$ cat config.mk
export PLATFORM = sky130hd
export DESIGN_NAME = tfn_cross
export DESIGN_NICKNAME = d
export VERILOG_FILES = /design/src/rtl/tfn_pkg.sv /design/src/rtl/tfn_cross.sv
export SDC_FILE = /design/constraint.sdc
export NUM_CORES = 2
export LEC_CHECK = 0
export ABC_AREA = 1
export BUFFER_PORTS_ARGS = -buffer_cell sky130_fd_sc_hd__buf_4
export CORE_ASPECT_RATIO = 2
export CORE_UTILIZATION = 30
export CTS_CLUSTER_DIAMETER = 120
export DETAILED_ROUTE_END_ITERATION = 10
export SYNTH_ARGS = -nofsm -noshare
export SYNTH_HDL_FRONTEND = slang
export SYNTH_SLANG_ARGS = --single-unit
$ cat constraint.sdc
create_clock -name i_clk -period 9.3 [get_ports i_clk]
set_input_delay 1.395 -clock i_clk [delete_from_list [all_inputs] [get_ports i_clk]]
set_output_delay 1.395 -clock i_clk [all_outputs]
set_load 0.01 [all_outputs]
$ cat src/rtl/tfn_pkg.sv
package tfn_pkg;

    localparam int COORD_WIDTH      = 16;
    localparam int NORMAL_FRAC_BITS = 14;
    localparam int EDGE_BITS        = 15;
    localparam int OUT_WIDTH        = 16;

    localparam int MAG_W  = COORD_WIDTH;
    localparam int PAD_W  = (MAG_W > EDGE_BITS) ? MAG_W : EDGE_BITS;
    localparam int SH_W   = $clog2(MAG_W + 1);
    localparam int SQ_W   = 2 * EDGE_BITS;
    localparam int LEN_W  = SQ_W + 2;
    localparam int X_W    = LEN_W + 2 * EDGE_BITS;
    localparam int ROOT_W = (X_W + 1) / 2;
    localparam int Q_W    = NORMAL_FRAC_BITS + 1;
    localparam int REM_W  = ROOT_W + Q_W + 1;
    localparam int UNIT_W = NORMAL_FRAC_BITS + 2;
    localparam int PROD_W = 2 * UNIT_W;
    localparam int DIFF_W = PROD_W + 1;

    // start edge to strobe sample edge
    localparam int PIPE_LAT = 8 + ROOT_W + Q_W;

    typedef struct packed {
        logic                      deg;
        logic [2:0]                neg;
        logic [2:0][EDGE_BITS-1:0] m;
    } t_side;

endpackage

$ cat src/rtl/tfn_cross.sv
module tfn_cross (
    input  logic                                i_clk,
    input  logic                                i_rst_n,
    input  logic                                i_valid,
    input  logic                                i_deg,
    input  logic [2:0][tfn_pkg::UNIT_W-1:0]     i_a,
    input  logic [2:0][tfn_pkg::UNIT_W-1:0]     i_b,
    output logic                                o_valid,
    output logic                                o_deg,
    output logic [2:0][tfn_pkg::OUT_WIDTH-1:0]  o_n
);

    localparam int DW = tfn_pkg::DIFF_W;
    localparam int NF = tfn_pkg::NORMAL_FRAC_BITS;

    logic                               r_p_v, r_p_deg, r_o_v, r_o_deg;
    logic [5:0][tfn_pkg::PROD_W-1:0]    r_p;
    logic [2:0][tfn_pkg::OUT_WIDTH-1:0] r_o_n;
    logic [2:0][DW-1:0]                 d;

    function automatic logic signed [tfn_pkg::PROD_W-1:0] smul(
        input logic [tfn_pkg::UNIT_W-1:0] x,
        input logic [tfn_pkg::UNIT_W-1:0] y
    );
        return tfn_pkg::PROD_W'($signed(x) * $signed(y));
    endfunction

    function automatic logic [tfn_pkg::OUT_WIDTH-1:0] round_out(input logic [DW-1:0] n);
        logic          neg;
        logic [DW-1:0] m, v;
        neg = n[DW-1];
        m   = neg ? -n : n;
        m   = (m + DW'(2 ** (NF - 1))) >> NF;
        if (m > DW'(2 ** NF))
            m = DW'(2 ** NF);
        v = neg ? -m : m;
        return v[tfn_pkg::OUT_WIDTH-1:0];
    endfunction

    always_comb begin
        d[0] = DW'($signed(r_p[0])) - DW'($signed(r_p[1]));
        d[1] = DW'($signed(r_p[2])) - DW'($signed(r_p[3]));
        d[2] = DW'($signed(r_p[4])) - DW'($signed(r_p[5]));
    end

    always_ff @(posedge i_clk) begin
        if (!i_rst_n) begin
            r_p_v <= 1'b0;
            r_o_v <= 1'b0;
        end else begin
            r_p_v <= i_valid;
            r_o_v <= r_p_v;
        end
    end

    always_ff @(posedge i_clk) begin
        r_p[0]  <= smul(i_a[1], i_b[2]);
        r_p[1]  <= smul(i_a[2], i_b[1]);
        r_p[2]  <= smul(i_a[2], i_b[0]);
        r_p[3]  <= smul(i_a[0], i_b[2]);
        r_p[4]  <= smul(i_a[0], i_b[1]);
        r_p[5]  <= smul(i_a[1], i_b[0]);
        r_p_deg <= i_deg;
        for (int k = 0; k < 3; k++)
            r_o_n[k] <= r_p_deg ? '0 : round_out(d[k]);
        r_o_deg <= r_p_deg;
    end

    assign o_valid = r_o_v;
    assign o_deg   = r_o_deg;
    assign o_n     = r_o_n;

endmodule

==> flow_metrics.env <==
export IMPL_status="completed"
export IMPL_syn_inst=10035
export IMPL_async_flop_share=0
export IMPL_viasPerCell=4.62
export IMPL_nNetsFinal=12200
export IMPL_grt_max_degree=47
export IMPL_area_growth_pct=7.19
export IMPL_final_layout_size_suffix_gt1_frac=0.0454
export IMPL_start_kind="input pin"
export IMPL_max_stage_delay_ns=0.54
export IMPL_drv_cap=0
export IMPL_clock_latency_ns=0.65
export IMPL_holdBufCountCts=0
export IMPL_ys_types=65
export IMPL_yosys_warnings=0
export IMPL_setup_viol=0
export IMPL_worst_slew_pin_slew_ns=1.04
export IMPL_vias=61232
export IMPL_drc=0
export IMPL_layout_common_cells="inv_1, nand2_1, fa_1"
export IMPL_ys_seq_elements=244
export IMPL_die_area_um2=256000
export IMPL_endpoint_kind="flip-flop"
export IMPL_htree_levels=2
export IMPL_clk_path_buf_depth=3
export IMPL_syn_nets=12304
export IMPL_utilization=0.323
export IMPL_dp_hpwl_um=214000
export IMPL_drt_pass1_iterations=6
export IMPL_cts_setup_buffers=0
export IMPL_final_common_cell="inv_1"
export IMPL_holdWs_ns=0.415
export IMPL_fmax_mhz=135
export IMPL_initial_utilization=0.302
export IMPL_clk_pin_slew_ns=0.05
export IMPL_fin_crit_sh=0.797
export IMPL_synth_ff_type="dfxtp_1"
export IMPL_grt_antenna_before_repair=35
export IMPL_die_h_um=715
export IMPL_clock_root_buffer="clkbuf_16"
export IMPL_syn_cell_area_um2=76200
export IMPL_cp_slowest_cell="fa_1"
export IMPL_grt_pass1_wl_um=383000
export IMPL_path_common_cell="inv_1"
export IMPL_grt_pass1_vias=66784
export IMPL_min_period_ns=7.41
export IMPL_core_um2=253000
export IMPL_drt_iter0_drc=2885
export IMPL_critPathMaxFanout=31
export IMPL_ys_seq_area_frac=0.0641
export IMPL_finalHoldViolCount=0
export IMPL_port_buffers=149
export IMPL_arrival_ns=7.97
export IMPL_gp_congestion=0.963
export IMPL_ioPinCount=150
export IMPL_min_path_type="reg -> reg"
export IMPL_row_count=261
export IMPL_finalMaxSlewViolations=0
export IMPL_slew_headroom=0.302
export IMPL_wl_per_cell_um=19.1
export IMPL_cts_inserted_buffers=35
export IMPL_synth_area_per_cell_um2=7.60
export IMPL_synth_edf_count=0
export IMPL_rsz0062_at_grt="no"
export IMPL_crit_required_ns=9.86
export IMPL_die_x_um=358
export IMPL_worst_setup_path_type="in -> reg"
export IMPL_cts_tree="done"
export IMPL_track_usage=0.201
export IMPL_gr_total_overflow=0
export IMPL_final_setup_tns_ns=0
export IMPL_ant_nets=0
export IMPL_numClockSinks=244
export IMPL_finalClockSkew_ns=0.0275
export IMPL_routed_wl_um=253000
export IMPL_cts_resized=0
==> worst paths after layout <==
kind | start | to | slack [ns] | depth (start not counted)
min reg2reg | r_p_v | o_valid | 0.41 | 2
max reg2reg | r_p[0] | o_n[2] | 2.95 | 31
min | r_p_v | o_valid | 0.41 | 2
max | i_a[9] | r_p[126] | 1.89 | 31
==> cells in the mapped netlist, types with 8 or more instances <==
master,instances,area [um2]
a211oi_1,9,67.6
a21o_1,11,82.6
a21oi_1,284,1420
a31oi_1,13,81.3
clkbuf_1,288,1080
dfxtp_1,244,4880
fa_1,1575,31500
ha_1,594,7430
inv_1,2852,10700
inv_2,25,93.8
nand2_1,2711,10200
nand2_2,62,388
nand2_4,8,90.1
nand3_1,323,1620
nand3_2,20,200
nand3b_1,27,203
nand4_1,64,400
nor2_1,308,1160
nor2_2,44,275
nor2_4,19,214
nor3_1,34,170
o211ai_1,21,158
o21ai_0,127,636
o21ai_1,13,65.1
xnor2_1,86,753
xor2_1,170,1490
==> cells by family (layout without fill, tap and decap cells) <==
kind of cell | after synthesis | in the layout | synth area share
flip-flops | 244 | 244 | 0.0641
buffers and inverters | 3199 | 3122 | 0.159
adder cells (fa/ha/maj) | 2169 | 2169 | 0.511
AO/OA/AOI/OAI | 511 | 511 | 0.0371
other | 0 | 13 | 0
XOR/XNOR | 257 | 257 | 0.0296
AND/OR/NAND/NOR | 3655 | 3655 | 0.199
==> registers in the layout (all words and copies together) (netlist names) <==
signal	flops
o_n	48
o_deg	1
r_p_v	1
r_p_deg	1
o_valid	1
r_p	192
==> area by class of cell <==
| cell class | instances | area [um2] |
|---|---|---|
| timing repair buffer | 171 | 1280 |
| multi-input combinational | 6592 | 59200 |
| clock inverter | 26 | 398 |
| inverter | 2887 | 10800 |
| antenna | 13 | 32.5 |
| sequential | 244 | 4880 |
| fill | 27317 | 171000 |
| clock buffer | 38 | 918 |
| tap | 3287 | 4110 |
==> metrics by stage <==
step,worst slack (ns),instance area (um2),std cells
after floorplan,2.12,76200,10035
after global placement,1.28,80400,13181
after detailed placement,1.26,80400,13181
after CTS,1.94,81700,13245
after global routing,1.39,81700,13246
final,1.89,81700,13258
==> routing by layer <==
metal  vias up  wire (um)  track usage
met5         -        217            0
met3       804      10900       0.0285
met4        34      29300        0.193
li1      28607          -            -
met2      1622     135000        0.378
met1     30165      77500        0.180
==> critical path: cells and delay by family <==
| kind | cells | cell delay [ns] |
|---|---|---|
| adder cells (fa/ha/maj) | 7 | 3.36 |
| AO/OA/AOI/OAI | 4 | 1.02 |
| buffers and inverters | 8 | 0.80 |
| XOR/XNOR | 1 | 0.17 |
| AND/OR/NAND/NOR | 11 | 1.19 |
Power is left out: the tool's default activity adds up to more than one toggle a clock period on the data nets, which glitch-free logic cannot reach.
