### src/rtl/tfn_pkg.sv
package tfn_pkg;

    localparam int COORD_WIDTH      = 16;
    localparam int NORMAL_FRAC_BITS = 14;
    localparam int EDGE_BITS        = 15;
    localparam int OUT_WIDTH        = 16;

    localparam int MAG_W  = COORD_WIDTH;
    localparam int PAD_W  = (MAG_W > EDGE_BITS) ? MAG_W : EDGE_BITS;
    localparam int SH_W   = $clog2(MAG_W + 1);
    localparam int SQ_W   = 2 * EDGE_BITS;
    localparam int LEN_W  = SQ_W + 2;
    localparam int X_W    = LEN_W + 2 * EDGE_BITS;
    localparam int ROOT_W = (X_W + 1) / 2;
    localparam int Q_W    = NORMAL_FRAC_BITS + 1;
    localparam int REM_W  = ROOT_W + Q_W + 1;
    localparam int UNIT_W = NORMAL_FRAC_BITS + 2;
    localparam int PROD_W = 2 * UNIT_W;
    localparam int DIFF_W = PROD_W + 1;

    // start edge to strobe sample edge
    localparam int PIPE_LAT = 8 + ROOT_W + Q_W;

    typedef struct packed {
        logic                      deg;
        logic [2:0]                neg;
        logic [2:0][EDGE_BITS-1:0] m;
    } t_side;

endpackage

### src/rtl/tfn_front.sv
module tfn_front (
    input  logic                                   i_clk,
    input  logic                                   i_rst_n,
    input  logic                                   i_valid,
    input  logic                                   i_deg,
    input  logic [2:0][tfn_pkg::COORD_WIDTH:0]     i_e,
    output logic                                   o_valid,
    output logic [tfn_pkg::LEN_W-1:0]              o_len,
    output tfn_pkg::t_side                         o_side
);

    logic                                r_a_v, r_b_v, r_c_v, r_d_v;
    logic                                r_a_deg, r_b_deg, r_c_deg;
    logic [2:0]                          r_a_neg, r_b_neg, r_c_neg;
    logic [2:0][tfn_pkg::MAG_W-1:0]      r_a_mag;
    logic [2:0][tfn_pkg::EDGE_BITS-1:0]  r_b_m, r_c_m;
    logic [2:0][tfn_pkg::SQ_W-1:0]       r_c_sq;
    logic [tfn_pkg::LEN_W-1:0]           r_d_len;
    tfn_pkg::t_side                      r_d_side;

    logic [2:0][tfn_pkg::MAG_W-1:0]      n_mag;
    logic [2:0]                          n_neg;
    logic [tfn_pkg::MAG_W-1:0]           mx;
    logic [tfn_pkg::SH_W-1:0]            sh;
    logic [2:0][tfn_pkg::PAD_W-1:0]      pad;

    always_comb begin
        logic signed [tfn_pkg::COORD_WIDTH:0] e;
        logic        [tfn_pkg::COORD_WIDTH:0] a;
        for (int k = 0; k < 3; k++) begin
            e = $signed(i_e[k]);
            a = (e < 0) ? -e : e;
            n_neg[k] = e[tfn_pkg::COORD_WIDTH];
            n_mag[k] = a[tfn_pkg::MAG_W-1:0];
        end
    end

    always_comb begin
        mx = r_a_mag[0];
        if (r_a_mag[1] > mx) mx = r_a_mag[1];
        if (r_a_mag[2] > mx) mx = r_a_mag[2];
        sh = '0;
        for (int s = tfn_pkg::MAG_W; s >= 0; s--) begin
            if ((mx >> s) < (tfn_pkg::MAG_W + 1)'(2 ** tfn_pkg::EDGE_BITS))
                sh = tfn_pkg::SH_W'(s);
        end
        for (int k = 0; k < 3; k++)
            pad[k] = tfn_pkg::PAD_W'(r_a_mag[k]) >> sh;
    end

    always_ff @(posedge i_clk) begin
        if (!i_rst_n) begin
            r_a_v <= 1'b0;
            r_b_v <= 1'b0;
            r_c_v <= 1'b0;
            r_d_v <= 1'b0;
        end else begin
            r_a_v <= i_valid;
            r_b_v <= r_a_v;
            r_c_v <= r_b_v;
            r_d_v <= r_c_v;
        end
    end

    always_ff @(posedge i_clk) begin
        r_a_mag <= n_mag;
        r_a_neg <= n_neg;
        r_a_deg <= i_deg;
        for (int k = 0; k < 3; k++)
            r_b_m[k] <= pad[k][tfn_pkg::EDGE_BITS-1:0];
        r_b_neg <= r_a_neg;
        r_b_deg <= r_a_deg;
        for (int k = 0; k < 3; k++)
            r_c_sq[k] <= r_b_m[k] * r_b_m[k];
        r_c_m   <= r_b_m;
        r_c_neg <= r_b_neg;
        r_c_deg <= r_b_deg;
        r_d_len <= tfn_pkg::LEN_W'(r_c_sq[0]) + tfn_pkg::LEN_W'(r_c_sq[1])
                 + tfn_pkg::LEN_W'(r_c_sq[2]);
        r_d_side.deg <= r_c_deg;
        r_d_side.neg <= r_c_neg;
        r_d_side.m   <= r_c_m;
    end

    assign o_valid = r_d_v;
    assign o_len   = r_d_len;
    assign o_side  = r_d_side;

endmodule

### config.mk
export PLATFORM = sky130hd
export DESIGN_NAME = tfn_front
export DESIGN_NICKNAME = d
export VERILOG_FILES = /design/src/rtl/tfn_pkg.sv /design/src/rtl/tfn_front.sv
export SDC_FILE = /design/constraint.sdc
export NUM_CORES = 2
export LEC_CHECK = 0
export ABC_AREA = 1
export BUFFER_PORTS_ARGS = -buffer_cell sky130_fd_sc_hd__buf_2
export CAP_MARGIN = 20
export CORE_MARGIN = 2
export CORE_UTILIZATION = 30
export CTS_BUF_LIST = sky130_fd_sc_hd__clkbuf_16
export CTS_CLUSTER_SIZE = 25
export DETAILED_ROUTE_END_ITERATION = 8
export GPL_ROUTABILITY_DRIVEN = 0
export SLEW_MARGIN = 20
export SYNTH_ARGS = -nofsm -noshare
export SYNTH_HDL_FRONTEND = slang
export SYNTH_SLANG_ARGS = --single-unit
### constraint.sdc
create_clock -name i_clk -period 5.75 [get_ports i_clk]
set_input_delay 1.15 -clock i_clk [delete_from_list [all_inputs] [get_ports i_clk]]
set_output_delay 1.15 -clock i_clk [all_outputs]
set_load 0.005 [all_outputs]
==> impl_metrics.py <==
metrics = {
    "outcome": {
        "status": "finished, final reports clean",
    },
    "clock_network": {
        "htree_num_levels": 2,
        "cts.clk_slew.worst_paths_ns": 0.06,
        "cts_setup_buffers": 0,
        "numCtsBuffers": 41,
        "cts_tree": "yes",
        "clkLatencyLatePin_ns": 0.60,
        "clock_sinks": 319,
        "hold_buffers": 0,
        "clock_path_buffers": 3,
        "cts_root_buf": "clkbuf_16",
    },
    "global_routing": {
        "grt_pass1_wl_mm": 127.9,
        "gr-total-overflow": 0,
        "grtUsageTotal": 0.1499,
        "grt_max_degree": 46,
        "antenna_found_initial": 1,
        "first_global_vias": 24438,
    },
    "synth": {
        "synth_most_common_cell": "inv_1",
        "yosys_warnings": 0,
        "synth-edff-count": 0,
        "synth.distinct_cells": 39,
        "synthesis.area_mm2": 0.03127,
        "netlist.top_cell.by_area": "fa_1",
        "synth_seq_cells": 319,
        "seq_area_frac_synth": 0.2042,
        "synth_area_per_cell_um2": 8.344,
        "synth_top_area_frac": 0.2817,
        "synthFlopType": "dfxtp_1",
        "synthArstFlopShare": 0,
        "synthTopCellsByCount": "971 x inv_1, 707 x nand2_1, 440 x fa_1",
        "synth_cells": 3748,
        "synthTopCellsByArea": "fa_1 28%, dfxtp_1 20%, ha_1 14%, inv_1 12%, nand2_1 8.5%",
    },
    "floorplanning": {
        "core.rowCount": 118,
        "dieArea_mm2": 0.1068,
        "dieWidth_um": 326.9,
        "coreArea_mm2": 0.1035,
        "num_io_pins": 137,
        "start_util": 0.3022,
        "die_h_um": 326.9,
    },
    "worst_setup_path": {
        "critPathCaptureType": "flop",
        "cp-start-kind": "flop",
        "cp.arrival_ns": 6.05,
        "crit_fanout": 6,
        "reg2reg_to": "r_c_sq[51]",
        "reg2reg_slack_ns": 0.17,
        "critical_path_class": "flop to flop",
        "r2r-start": "r_b_m[27]",
        "worstPathRequired_ns": 6.22,
        "r2r_cells": 22,
    },
    "detailed_routing": {
        "post_drt_via_cell_ratio": 4.370,
        "first_iter_violations": 1107,
        "firstDrtPassIters": 6,
        "ant_nets": 0,
        "finalWirelength_mm": 77.69,
        "vias": 23247,
        "drc": 0,
        "drt-wirelength-per-cell_um": 14.60,
    },
    "finish": {
        "diodes": 0,
        "drive_gt1_frac": 0.08807,
        "fill_cells": 10776,
        "seqCellArea_mm2": 0.006450,
        "nNetsFinal": 4745,
        "area_delta_synth_final_pct": 12.70,
        "finish.instance_area_mm2": 0.03524,
        "multi_input_area_mm2": 0.02098,
    },
    "sta": {
        "fin_crit_ns": 5.583,
        "setup_slack_ns": 0.1668,
        "setup_viol": 0,
        "max_slew_margin": 0.4034,
        "worst_hold_slack_ns": 0.3209,
        "finClkSkew_ns": 0.02287,
        "maxSlewViolCount": 0,
        "rsz0062_at_grt": "true",
        "max_freq_ghz": 0.1791,
        "period_share": 0.9710,
        "hold_violations": 0,
        "tightest_slew_ns": 0.8918,
    },
    "placed_design": {
        "dp_hpwl_mm": 65.88,
        "io_buffers": 136,
        "dpl_cell_area_mm2": 0.03380,
        "preCtsSetupSlack_ns": -0.03961,
    },
    "hold_path": {
        "hold_end": "r_b_neg[1]",
        "hp-start": "r_a_neg[1]",
        "worstHoldPathType": "flop to flop",
        "holdPathStages": 0,
    },
    "run": {
        "cap_violations": 0,
    },
}
## per-layer routing
layer	GRT usage	vias up	wire, um	share of wire
li1	-	11571	-	-
met1	0.2003	11006	35590	0.46
met2	0.2498	555	36210	0.47
met3	0.01931	115	3421	0.044
met4	0.05066	0	2468	0.032
met5	0	-	0	0
## repair_timing
action	CTS	global route
setup endpoints to repair	8	49
pin swaps	0	0
resized for setup	4	68
## how the worst max path moves through the flow
stage / slack (ns) / to / start / cells past startpoint
after global routing: -0.02 / r_c_sq[51] / r_b_m[27] / 22
after detailed placement: -0.04 / r_c_sq[21] / r_b_m[7] / 20
after floorplan: 0.29 / r_c_sq[21] / r_b_m[12] / 21
after global placement: -0.01 / r_c_sq[51] / r_b_m[29] / 19
after CTS: 0.01 / r_c_sq[84] / r_b_m[36] / 18
final: 0.17 / r_c_sq[51] / r_b_m[27] / 22
## cell families after synthesis
logic type      share of synthesized area
compound gates                    0.05677
flops                              0.2042
buf+inv                            0.1276
other cells                     0.0001199
xor+xnor                          0.04621
mux                              0.001080
simple gates                       0.1455
fa+ha+maj                          0.4185
## layout by cell type, fill, tap and decap left out, types with 22 or more instances in the layout
cell and n:
inv_1 976, nand2_1 705, fa_1 440, ha_1 340
dfxtp_1 282, nand3_1 163, nor2_1 154, buf_2 136
a21oi_1 132, xor2_1 120, o21ai_0 89, buf_4 57
xnor2_1 44, clkbuf_16 41, dfxtp_2 30, nor3_1 29
o21bai_1 26, nand4_1 22
## registers in the layout (all words and copies together) (netlist names)
| register | count |
|---|---|
| r_c_sq | 87 |
| o_side | 49 |
| r_a_mag | 48 |
| r_b_m | 45 |
| r_c_m | 42 |
| o_len | 32 |
| r_a_neg | 3 |
| r_b_neg | 3 |
| r_c_neg | 3 |
| o_valid | 1 |
| r_a_deg | 1 |
| r_a_v | 1 |
| r_b_deg | 1 |
| r_b_v | 1 |
| r_c_deg | 1 |
| r_c_v | 1 |
## layout make-up
class                   instances  share of cell area
multi-input cells            2376              0.5952
clock inverters                34            0.007740
clock buffers                  41             0.02911
inverters                     975              0.1038
well taps                    1380             0.04899
repair buffers                195             0.03209
flip-flops and latches        319              0.1830
## metrics by stage
step | TNS [ns] | utilization | cells
2_1_floorplan | 0 | - | 3750
3_3_place_gp | -0.01251 | 0.3266 | 5245
3_5_place_dp | -0.07457 | 0.3266 | 5245
4_1_cts | 0 | 0.3392 | 5320
5_1_grt | -0.04542 | 0.3405 | 5320
6_report | 0 | 0.3405 | 5320
## critical path, cell delays in order, from the launching register on
cell and delay (ns):
dfxtp_2 0.38, buf_4 0.19, nand2_1 0.06, inv_1 0.05
fa_1 0.48, inv_1 0.09, fa_1 0.54, inv_1 0.06
fa_1 0.50, fa_1 0.52, fa_1 0.55, inv_1 0.06
fa_1 0.52, inv_1 0.04, ha_1 0.36, nand2_1 0.09
nand2_1 0.09, a31oi_1 0.26, o21ai_1 0.15, a21o_1 0.20
nand2_1 0.06, nand2_1 0.06, xor2_1 0.14
Power is left out: the tool's default activity adds up to more than one toggle a clock period on the data nets, which glitch-free logic cannot reach.
